==> config.mk <==
export PLATFORM = sky130hd
export DESIGN_NAME = modbus_rtu_slave_engine_core
export DESIGN_NICKNAME = d
export VERILOG_FILES = /design/src/rtl/core/mbrtu_pkg.sv /design/src/rtl/core/modbus_rtu_slave_engine_core.sv /design/src/rtl/core/mbrtu_rx.sv /design/src/rtl/core/mbrtu_exec.sv
export SDC_FILE = /design/constraint.sdc
export NUM_CORES = 2
export LEC_CHECK = 0
export CAP_MARGIN = 20
export CORE_MARGIN = 3
export CORE_UTILIZATION = 28
export DETAILED_ROUTE_END_ITERATION = 8
export DONT_BUFFER_PORTS = 1
export GPL_ROUTABILITY_DRIVEN = 0
export GPL_TIMING_DRIVEN = 0
export PLACE_DENSITY_LB_ADDON = 0.15
export SYNTH_ARGS = -nofsm -noshare
export SYNTH_HDL_FRONTEND = slang
export SYNTH_SLANG_ARGS = --single-unit
==> constraint.sdc <==
create_clock -name clk -period 13.4 [get_ports clk]
set_clock_uncertainty 0.15 [all_clocks]
set_input_delay 2.68 -clock clk [delete_from_list [all_inputs] [get_ports clk]]
set_output_delay 2.68 -clock clk [all_outputs]
set_load 0.03 [all_outputs]
==> src/rtl/core/mbrtu_pkg.sv <==
// ----------------------------------------------------------------------------
// Modbus RTU slave package
// Shared payload types, constants and the CRC helper.
// ----------------------------------------------------------------------------
package mbrtu_pkg;

	localparam int unsigned REG_COUNT_DEF     = 64;
	localparam int unsigned FRAME_BYTES_DEF   = 64;
	localparam int unsigned MAX_READ_REGS_DEF = 29;

	localparam logic [15:0] CRC_POLY = 16'hA001;
	localparam logic [15:0] CRC_INIT = 16'hFFFF;
	localparam logic [15:0] LOW_MASK = 16'h00FF;

	localparam logic [7:0] FC_READ   = 8'd3;
	localparam logic [7:0] FC_WRITE1 = 8'd6;
	localparam logic [7:0] FC_WRITEN = 8'd16;

	localparam logic CMD_BYTE    = 1'b0;
	localparam logic CMD_TIMEOUT = 1'b1;

	typedef struct packed {
		logic       cmd;
		logic [7:0] rx_byte;
	} in_item_t;

	typedef struct packed {
		logic [7:0] tx_byte;
		logic       tx_last;
	} out_item_t;

	// A completed, CRC-checked request handed from the receiver to the executor.
	typedef struct packed {
		logic [7:0]  addr_byte;
		logic [7:0]  fc;
		logic [15:0] start_reg;
		logic [15:0] qty;
	} req_t;

	// One byte-wide CRC update, eight bit steps.
	function automatic logic [15:0] crc_byte(input logic [15:0] crc_in, input logic [7:0] b);
		logic [15:0] c;
		c = crc_in ^ {8'd0, b};
		for (int k = 0; k < 8; k++) begin
			if (c[0]) c = (c >> 1) ^ CRC_POLY;
			else c = c >> 1;
		end
		return c;
	endfunction

endpackage

==> src/rtl/core/modbus_rtu_slave_engine_core.sv <==
// ----------------------------------------------------------------------------
// Modbus RTU slave engine
// Receives request bytes, executes holding-register requests, sends replies.
// ----------------------------------------------------------------------------
// Usage: in_valid/in_ready transfer one in_item_t: a received byte or a
// silence timeout. cfg_valid/cfg_ready transfer the slave address; write it
// only while the block is idle. out_valid/out_ready transfer response bytes,
// with tx_last on the final byte.
// The receiver takes a received byte whenever it is not holding input off. The
// last byte of a good frame hands the request to the executor; input is then
// held off until the executor is idle and has taken it. The executor writes the
// registers one at a time from the frame buffer port and sends one response
// byte per cycle while the output is not stalled, with a wait state after each
// register read. Reset clears the receiver, sets the address to 1 and makes
// all holding registers read as zero at once. A stalled receiver of replies
// holds the executor; a new frame may be received meanwhile.
module modbus_rtu_slave_engine_core import mbrtu_pkg::*; #(
	parameter int unsigned REG_COUNT     = REG_COUNT_DEF,
	parameter int unsigned FRAME_BYTES   = FRAME_BYTES_DEF,
	parameter int unsigned MAX_READ_REGS = MAX_READ_REGS_DEF
) (
	input  logic      clk,
	input  logic      arst_n,
	input  logic      cfg_valid,
	output logic      cfg_ready,
	input  logic [7:0] cfg_data,
	input  in_item_t  in_data,
	input  logic      in_valid,
	output logic      in_ready,
	output out_item_t out_data,
	output logic      out_valid,
	input  logic      out_ready
);

	logic [7:0] slave_address_q;
	req_t req;
	logic req_valid, req_ready;
	logic [$clog2(FRAME_BYTES)-1:0] fb_raddr;
	logic [7:0] fb_rdata;

	assign cfg_ready = 1'b1;

	// Slave address register.
	always_ff @(posedge clk or negedge arst_n) begin
		if (!arst_n) slave_address_q <= 8'd1;
		else if (cfg_valid) slave_address_q <= cfg_data;
	end

	mbrtu_rx #(.FRAME_BYTES(FRAME_BYTES)) u_rx (
		.clk, .arst_n, .slave_address(slave_address_q), .in_data, .in_valid, .in_ready,
		.fb_raddr, .fb_rdata, .req, .req_valid, .req_ready
	);

	mbrtu_exec #(
		.REG_COUNT(REG_COUNT), .FRAME_BYTES(FRAME_BYTES), .MAX_READ_REGS(MAX_READ_REGS)
	) u_exec (
		.clk, .arst_n, .req, .req_valid, .req_ready, .fb_raddr, .fb_rdata,
		.out_data, .out_valid, .out_ready
	);

endmodule

==> src/rtl/core/mbrtu_rx.sv <==
// ----------------------------------------------------------------------------
// Modbus RTU receiver front
// Collects request bytes, runs the CRC and hands good frames onward.
// ----------------------------------------------------------------------------
module mbrtu_rx import mbrtu_pkg::*; #(
	parameter int unsigned FRAME_BYTES = FRAME_BYTES_DEF
) (
	input  logic      clk,
	input  logic      arst_n,
	input  logic [7:0] slave_address,
	input  in_item_t  in_data,
	input  logic      in_valid,
	output logic      in_ready,
	// Frame buffer read port for the executor.
	input  logic [$clog2(FRAME_BYTES)-1:0] fb_raddr,
	output logic [7:0] fb_rdata,
	output req_t      req,
	output logic      req_valid,
	input  logic      req_ready
);

	localparam int unsigned AW = $clog2(FRAME_BYTES);
	localparam int unsigned CW = $clog2(FRAME_BYTES + 1);

	logic [7:0]  frame_mem [FRAME_BYTES];
	logic        in_frame_q;
	logic [CW-1:0] count_q;
	logic [7:0]  fc_q;
	logic [15:0] crc_q;
	logic [7:0]  addr_hi_q, addr_lo_q, qty_hi_q, b0_q;
	logic [7:0]  frame_lo_q;
	logic        busy_q;

	logic [15:0] crc_nx;
	logic [CW:0] cnt_nx;
	logic [17:0] need;
	logic [7:0]  qty_lo;
	logic        take;
	logic        fc_bad;
	logic        frame_end;

	// The receiver holds off new bytes while a finished frame waits for the executor to take it.
	assign in_ready  = !busy_q;
	assign req_valid = busy_q;
	assign take      = in_valid && in_ready;
	assign crc_nx    = crc_byte(crc_q, in_data.rx_byte);
	assign cnt_nx    = {1'b0, count_q} + 1'b1;
	assign qty_lo    = (cnt_nx == (CW+1)'(6)) ? in_data.rx_byte : frame_lo_q;
	assign fc_bad    = (cnt_nx == (CW+1)'(2)) && in_data.rx_byte != FC_READ
		&& in_data.rx_byte != FC_WRITE1 && in_data.rx_byte != FC_WRITEN;
	assign frame_end = (cnt_nx >= (CW+1)'(8)) && ({{(17-CW){1'b0}}, cnt_nx} >= need);

	// Needed length, known once the quantity is in.
	always_comb begin
		need = 18'd8;
		if (fc_q == FC_WRITEN && cnt_nx >= (CW+1)'(6))
			need = {1'b0, qty_hi_q, qty_lo, 1'b0} + 18'd9;
	end

	// Frame buffer writes and registered read.
	always_ff @(posedge clk) begin
		if (take && in_data.cmd == CMD_BYTE) begin
			if (!in_frame_q) frame_mem[0] <= in_data.rx_byte;
			else if (count_q < CW'(FRAME_BYTES)) frame_mem[count_q[AW-1:0]] <= in_data.rx_byte;
		end
		fb_rdata <= frame_mem[fb_raddr];
	end

	// Receive state.
	always_ff @(posedge clk or negedge arst_n) begin
		if (!arst_n) begin
			in_frame_q <= 1'b0;
			count_q    <= '0;
			fc_q       <= '0;
			crc_q      <= CRC_INIT;
			busy_q     <= 1'b0;
			addr_hi_q  <= '0;
			addr_lo_q  <= '0;
			qty_hi_q   <= '0;
			frame_lo_q <= '0;
			b0_q       <= '0;
			req        <= '0;
		end else begin
			if (busy_q && req_ready) busy_q <= 1'b0;
			if (take) begin
				if (in_data.cmd == CMD_TIMEOUT) begin
					in_frame_q <= 1'b0; count_q <= '0; fc_q <= '0; crc_q <= CRC_INIT;
				end else if (!in_frame_q) begin
					if (in_data.rx_byte == slave_address) begin
						in_frame_q <= 1'b1;
						count_q    <= CW'(1);
						b0_q       <= in_data.rx_byte;
						crc_q      <= crc_byte(CRC_INIT, in_data.rx_byte);
					end
				end else if (count_q >= CW'(FRAME_BYTES)) begin
					in_frame_q <= 1'b0; count_q <= '0; fc_q <= '0; crc_q <= CRC_INIT;
				end else begin
					unique case (cnt_nx[CW-1:0])
						CW'(3): addr_hi_q  <= in_data.rx_byte;
						CW'(4): addr_lo_q  <= in_data.rx_byte;
						CW'(5): qty_hi_q   <= in_data.rx_byte;
						CW'(6): frame_lo_q <= in_data.rx_byte;
						default: ;
					endcase
					// A bad function code, an oversized write or the last byte ends the frame.
					if (fc_bad || need > 18'(FRAME_BYTES) || frame_end) begin
						in_frame_q <= 1'b0; count_q <= '0; fc_q <= '0; crc_q <= CRC_INIT;
						if (frame_end && crc_nx == 16'd0) begin
							busy_q        <= 1'b1;
							req.addr_byte <= b0_q;
							req.fc        <= fc_q;
							req.start_reg <= {addr_hi_q, addr_lo_q};
							req.qty       <= {qty_hi_q, frame_lo_q};
						end
					end else begin
						count_q <= cnt_nx[CW-1:0];
						crc_q   <= crc_nx;
						if (cnt_nx == (CW+1)'(2)) fc_q <= in_data.rx_byte;
					end
				end
			end
		end
	end

endmodule

==> src/rtl/core/mbrtu_exec.sv <==
// ----------------------------------------------------------------------------
// Modbus RTU request executor
// Reads or writes holding registers and streams the response bytes.
// ----------------------------------------------------------------------------
module mbrtu_exec import mbrtu_pkg::*; #(
	parameter int unsigned REG_COUNT     = REG_COUNT_DEF,
	parameter int unsigned FRAME_BYTES   = FRAME_BYTES_DEF,
	parameter int unsigned MAX_READ_REGS = MAX_READ_REGS_DEF
) (
	input  logic      clk,
	input  logic      arst_n,
	input  req_t      req,
	input  logic      req_valid,
	output logic      req_ready,
	output logic [$clog2(FRAME_BYTES)-1:0] fb_raddr,
	input  logic [7:0] fb_rdata,
	output out_item_t out_data,
	output logic      out_valid,
	input  logic      out_ready
);

	localparam int unsigned AW  = $clog2(FRAME_BYTES);
	localparam int unsigned RAW = (REG_COUNT > 1) ? $clog2(REG_COUNT) : 1;

	typedef enum logic [3:0] {
		S_IDLE, S_CHECK, S_CLEAR, S_WR_HI, S_WR_LO, S_RD_REG, S_TX, S_WAIT
	} state_t;

	state_t state_q;
	logic [15:0] regs_mem [REG_COUNT];
	logic [REG_COUNT-1:0] reg_valid_q;
	req_t   req_q;
	logic [16:0] idx_q;
	logic [7:0]  nbytes_q;
	logic [7:0]  tx_idx_q;
	logic [7:0]  hi_q;
	logic [15:0] crc_q;
	logic [15:0] rd_q;
	logic        phase_q;
	logic [7:0]  tx_b;
	logic [16:0] end_addr;
	logic [RAW-1:0] reg_ix;
	logic        tx_go;
	logic        wr1_ok;

	assign req_ready = (state_q == S_IDLE);
	assign end_addr  = {1'b0, req_q.start_reg} + {1'b0, req_q.qty};
	assign reg_ix    = RAW'(req_q.start_reg + idx_q[15:0]);
	assign tx_go     = (state_q == S_TX) && (!out_valid || out_ready);
	assign wr1_ok    = {1'b0, req_q.start_reg} < 17'(REG_COUNT);

	// Register file with valid bits so reset reads as zero.
	always_ff @(posedge clk) begin
		rd_q <= regs_mem[reg_ix];
		if (state_q == S_WR_LO) regs_mem[reg_ix] <= {hi_q, fb_rdata};
		else if (state_q == S_CHECK && req_q.fc == FC_WRITE1 && wr1_ok)
			regs_mem[reg_ix] <= req_q.qty;
	end

	// Byte of the response body at tx_idx_q.
	always_comb begin
		unique case (tx_idx_q)
			8'd0: tx_b = req_q.addr_byte;
			8'd1: tx_b = req_q.fc;
			8'd2: tx_b = (req_q.fc == FC_READ) ? {req_q.qty[6:0], 1'b0} : req_q.start_reg[15:8];
			8'd3: tx_b = req_q.start_reg[7:0];
			8'd4: tx_b = req_q.qty[15:8];
			default: tx_b = req_q.qty[7:0];
		endcase
	end

	always_ff @(posedge clk or negedge arst_n) begin
		if (!arst_n) begin
			state_q <= S_IDLE; reg_valid_q <= '0; out_valid <= 1'b0; out_data <= '0;
			req_q <= '0; idx_q <= '0; nbytes_q <= '0; tx_idx_q <= '0; hi_q <= '0;
			crc_q <= CRC_INIT; phase_q <= 1'b0; fb_raddr <= '0;
		end else begin
			if (out_valid && out_ready && !tx_go) out_valid <= 1'b0;
			unique case (state_q)
				S_IDLE: if (req_valid) begin
					req_q <= req; idx_q <= '0; tx_idx_q <= '0; crc_q <= CRC_INIT;
					state_q <= S_CHECK;
				end
				S_CHECK: begin
					priority if (req_q.fc == FC_READ) begin
						if (req_q.qty == 16'd0 || req_q.qty > 16'(MAX_READ_REGS)
							|| end_addr > 17'(REG_COUNT)) state_q <= S_IDLE;
						else begin nbytes_q <= 8'(3 + 2 * req_q.qty[5:0]); state_q <= S_RD_REG; end
					end else if (req_q.fc == FC_WRITE1) begin
						if (!wr1_ok) state_q <= S_IDLE;
						else begin
							reg_valid_q[reg_ix] <= 1'b1; nbytes_q <= 8'd6; state_q <= S_TX;
						end
					end else begin
						if (req_q.qty == 16'd0 || end_addr > 17'(REG_COUNT)) state_q <= S_IDLE;
						else begin
							fb_raddr <= AW'(7); nbytes_q <= 8'd6; state_q <= S_WR_HI;
						end
					end
				end
				S_WR_HI: begin
					fb_raddr <= fb_raddr + 1'b1; state_q <= S_CLEAR;
				end
				S_CLEAR: begin
					hi_q <= fb_rdata; fb_raddr <= fb_raddr + 1'b1; state_q <= S_WR_LO;
				end
				S_WR_LO: begin
					reg_valid_q[reg_ix] <= 1'b1;
					fb_raddr <= fb_raddr + 1'b1;
					idx_q <= idx_q + 1'b1;
					if (idx_q + 1'b1 == {1'b0, req_q.qty}) state_q <= S_TX;
					else state_q <= S_CLEAR;
				end
				S_RD_REG: state_q <= S_TX;
				S_TX: if (tx_go) begin
					out_valid <= 1'b1;
					if (tx_idx_q < nbytes_q) begin
						logic [7:0] b;
						b = tx_b;
						if (req_q.fc == FC_READ && tx_idx_q >= 8'd3) begin
							b = phase_q ? (reg_valid_q[reg_ix] ? rd_q[7:0] : 8'd0)
								: (reg_valid_q[reg_ix] ? rd_q[15:8] : 8'd0);
						end
						out_data <= '{tx_byte: b, tx_last: 1'b0};
						crc_q <= crc_byte(crc_q, b);
						tx_idx_q <= tx_idx_q + 1'b1;
						if (req_q.fc == FC_READ && tx_idx_q >= 8'd3) begin
							phase_q <= !phase_q;
							if (phase_q) begin idx_q <= idx_q + 1'b1; state_q <= S_WAIT; end
						end
					end else if (tx_idx_q == nbytes_q) begin
						out_data <= '{tx_byte: crc_q[7:0], tx_last: 1'b0};
						tx_idx_q <= tx_idx_q + 1'b1;
					end else begin
						out_data <= '{tx_byte: crc_q[15:8], tx_last: 1'b1};
						phase_q <= 1'b0;
						state_q <= S_IDLE;
					end
				end
				S_WAIT: state_q <= S_TX;
				default: state_q <= S_IDLE;
			endcase
		end
	end

endmodule

==> flow_metrics.py <==
metrics = {
    "status": {
        "status": "finished, final reports clean",
    },
    "timing": {
        "period_share_pct": 64.15,
        "setup-tns-final_ps": 0,
        "rsz0062_at_grt": "no",
        "finalHoldViolCount": 0,
        "timing.fmax_mhz": 116.3,
        "period_minus_slack_ps": 8597,
        "tightest_slew_ps": 1322,
        "setup_viol": 0,
        "final_max_slew_viol_count": 0,
        "relSlewSlack_pct": 11.87,
    },
    "floorplan": {
        "io_pins": 34,
        "initial_core_util_pct": 28.22,
        "die_h_um": 529.3,
        "die_area_mm2": 0.2801,
        "die_w_um": 529.3,
        "row_count": 191,
        "core-area_mm2": 0.2717,
    },
    "cts": {
        "tritoncts_num_sinks": 1878,
        "htree_levels": 4,
        "post_cts_buffers": 0,
        "cts_resized": 0,
        "hold_buffers": 0,
        "cts_buffers": 212,
        "clock_path_buffers": 4,
        "cts-root-buf": "clkbuf_16",
        "path_clk_slew_ps": 60,
        "cts_tree": "built",
        "clk_latency_ps": 880,
    },
    "run": {
        "maxCapViolCount": 0,
    },
    "logic_synthesis": {
        "syn_avg_cell_area_um2": 15.86,
        "synth_common_cells": "1536 x edfxtp_1, 311 x nand2_1, 295 x nor2_1, 285 x dfrtp_1, 217 x clkbuf_1",
        "dominantRegCellSynth": "edfxtp_1",
        "yosys.area.top_type": "edfxtp_1",
        "synth_top_cells_by_area": "edfxtp_1 60%, dfrtp_1 9.3%, mux4_2 6.2%",
        "ys_seq_area_share_pct": 71.22,
        "synth_area_mm2": 0.07667,
        "synthCells": 4835,
        "ys_async_sr_fraction_pct": 16.93,
        "synth_edf_count": 1536,
        "yosysWarnings": 0,
        "synth_fp_nets": 4920,
        "synth_cell_types": 94,
        "synth_top_area_share_pct": 60.16,
        "synth_most_common_cell": "edfxtp_1",
        "synth_seq_cells": 1878,
    },
    "worst_setup_path": {
        "r2r_setup_slack_ps": 4800,
        "cp-startpoint": "u_exec.req_q[16]$_DFFE_PN0P_",
        "crit_arrival_ps": 9040,
        "worstSetupEndpoint": "u_exec.rd_q[4]$_DFF_P_",
        "start_kind": "flip-flop",
        "critPathRequiredTime_ps": 13850,
        "reg2regPathDepth": 13,
        "crit_fanout": 10,
        "worstReg2RegEnd": "u_exec.rd_q[4]$_DFF_P_",
        "r2r_start": "u_exec.req_q[16]$_DFFE_PN0P_",
        "worst_setup_path_end_kind": "flip-flop",
        "crit_type": "flip-flop to flip-flop",
    },
    "pwr": {
        "p_switching_w": 0.006690,
        "clkPwrFrac_pct": 30.3,
        "leakagePower_nw": 30.71,
        "internal_power_w": 0.01218,
        "combPwrFrac_pct": 31.8,
        "ir_drop_mv": 0.1141,
        "switching_share_pct": 35.46,
        "power.density_mw_per_mm2": 207.1,
        "pwr-share-seq_pct": 37.9,
    },
    "routing": {
        "drt_iter0_markers": 6329,
        "vias_per_cell": 5.389,
        "drt-wirelength-per-cell_um": 33.93,
        "routed_wl_mm": 303.5,
        "remaining_drc_errors": 0,
        "firstDrtPassIters": 8,
        "dr_total_vias": 48200,
        "postRouteAntennaNets": 0,
    },
    "finish": {
        "drive_gt1_share_pct": 19.22,
        "finish.instance_area_mm2": 0.09108,
        "fillers": 26180,
        "fin_nets": 5282,
        "area_delta_synth_final_pct": 18.80,
    },
    "global_route": {
        "grt_pass1_wl_mm": 410.0,
        "antenna_found_initial": 13,
        "grt_pass1_vias": 46600,
        "grt_overflow_total": 0,
        "grt.total_usage_pct": 21.18,
        "grt_start_max_net_pins": 319,
    },
    "hold_path": {
        "whs_path_depth": 1,
        "hold_path_class": "flip-flop to flip-flop",
    },
    "placed_design": {
        "io_buffer_count": 0,
        "hpwl_mm": 205.5,
        "placed_area_mm2": 0.08434,
    },
}
==> worst max-delay path: stages, from the launching register on <==
cell	delay, ps
dfrtp_1	520
ha_1	300
fa_1	520
xor2_2	790
clkbuf_1	610
buf_1	720
clkbuf_1	770
buf_2	820
clkbuf_1	880
a21oi_1	250
a21oi_1	350
o22ai_1	130
nor4_1	880
o21ai_0	570
==> metal layers <==
layer	vias up	share of wire, %	global-route usage, %
met3	505	7.3	3.751
met4	4	4.4	8.201
met5	-	0.010	0
met1	25660	44	30.04
li1	19680	-	-
met2	2355	44	32.21
==> area by class of cell <==
cell class / instances / area [um^2] / share of cell area [%]
buffer: 285 / 1136 / 1.247
sequential: 1878 / 54600 / 59.95
antenna: 10 / 25.02 / 0.02747
timing repair buffer: 148 / 2714 / 2.980
clock buffer: 285 / 5812 / 6.381
tap: 3570 / 4467 / 4.904
inverter: 42 / 157.7 / 0.1731
multi-input combinational: 2630 / 21320 / 23.41
clock inverter: 97 / 845.8 / 0.9286
==> sequential cells by signal, summed over array words and instances, names as in the netlist, 9 cells and up <==
signal / flops
u_exec.regs_mem: 1024
u_rx.frame_mem: 512
u_exec.crc_q: 16
u_exec.idx_q: 17
u_rx.req: 48
u_exec.reg_valid_q: 64
u_rx.crc_q: 16
u_exec.req_q: 48
u_exec.out_data: 9
u_exec.rd_q: 16
==> cell families after synthesis <==
| family | after synthesis | share of synthesized area [%] |
|---|---|---|
| adder cells (fa/ha/maj) | 63 | 1.048 |
| buffers and inverters | 327 | 1.653 |
| other | 1 | 0.004891 |
| flip-flops | 1878 | 71.22 |
| XOR/XNOR | 127 | 1.518 |
| multiplexers | 557 | 11.05 |
| AND/OR/NAND/NOR | 1011 | 6.073 |
| AO/OA/AOI/OAI | 871 | 7.435 |
==> layout by cell type, fill, tap and decap left out, types with 54 or more instances in the layout <==
master,n
clkbuf_16,219
mux2_2,162
a21oi_1,180
buf_8,68
clkinv_1,54
mux2i_1,133
mux4_2,210
clkbuf_1,256
nor2_4,56
or2_2,67
nand3_1,135
edfxtp_1,1536
a22oi_1,107
nor2_1,229
a31oi_1,90
ha_1,61
nand2_1,311
dfrtp_1,285
o22ai_1,63
o21ai_0,190
xnor2_1,90
==> metrics by stage <==
step / util [%] / std cells / power (W) / hold slack, ps / setup WS [ps]
finish: 33.52 / 8945 / 0.01887 / 310.5 / 4803
global placement: 29.86 / 8405 / 0.01284 / 294.9 / 2887
CTS: 33.49 / 8931 / 0.01890 / 311.3 / 4907
detailed placement: 31.04 / 8549 / 0.01319 / 296.3 / 4894
floorplan: - / 4835 / 0.01009 / 277.5 / 7270
global route: 33.51 / 8937 / 0.01938 / 322.6 / 4929
==> power groups by stage <==
stage	clock network, W	logic, W	registers [W]
floorplan	0	0.00287	0.00722
global placement	0	0.00552	0.00732
detailed placement	0	0.00592	0.00727
CTS	0.00582	0.00594	0.00715
global route	0.00605	0.00617	0.00716
finish	0.00572	0.00600	0.00715
==> worst min path at each step <==
stage,end,start,slack [ps]
4_1_cts,u_exec.reg_valid_q[51]$_DFFE_PN0P_,u_exec.reg_valid_q[51]$_DFFE_PN0P_,310
3_3_place_gp,u_exec.reg_valid_q[10]$_DFFE_PN0P_,u_exec.reg_valid_q[10]$_DFFE_PN0P_,290
3_5_place_dp,u_exec.reg_valid_q[10]$_DFFE_PN0P_,u_exec.reg_valid_q[10]$_DFFE_PN0P_,300
2_1_floorplan,u_exec.reg_valid_q[62]$_DFFE_PN0P_,u_exec.reg_valid_q[62]$_DFFE_PN0P_,280
5_1_grt,u_exec.reg_valid_q[55]$_DFFE_PN0P_,u_exec.reg_valid_q[55]$_DFFE_PN0P_,320
6_report,u_exec.reg_valid_q[10]$_DFFE_PN0P_,u_exec.reg_valid_q[10]$_DFFE_PN0P_,310
No activity file was read; power rests on OpenSTA's default activity.
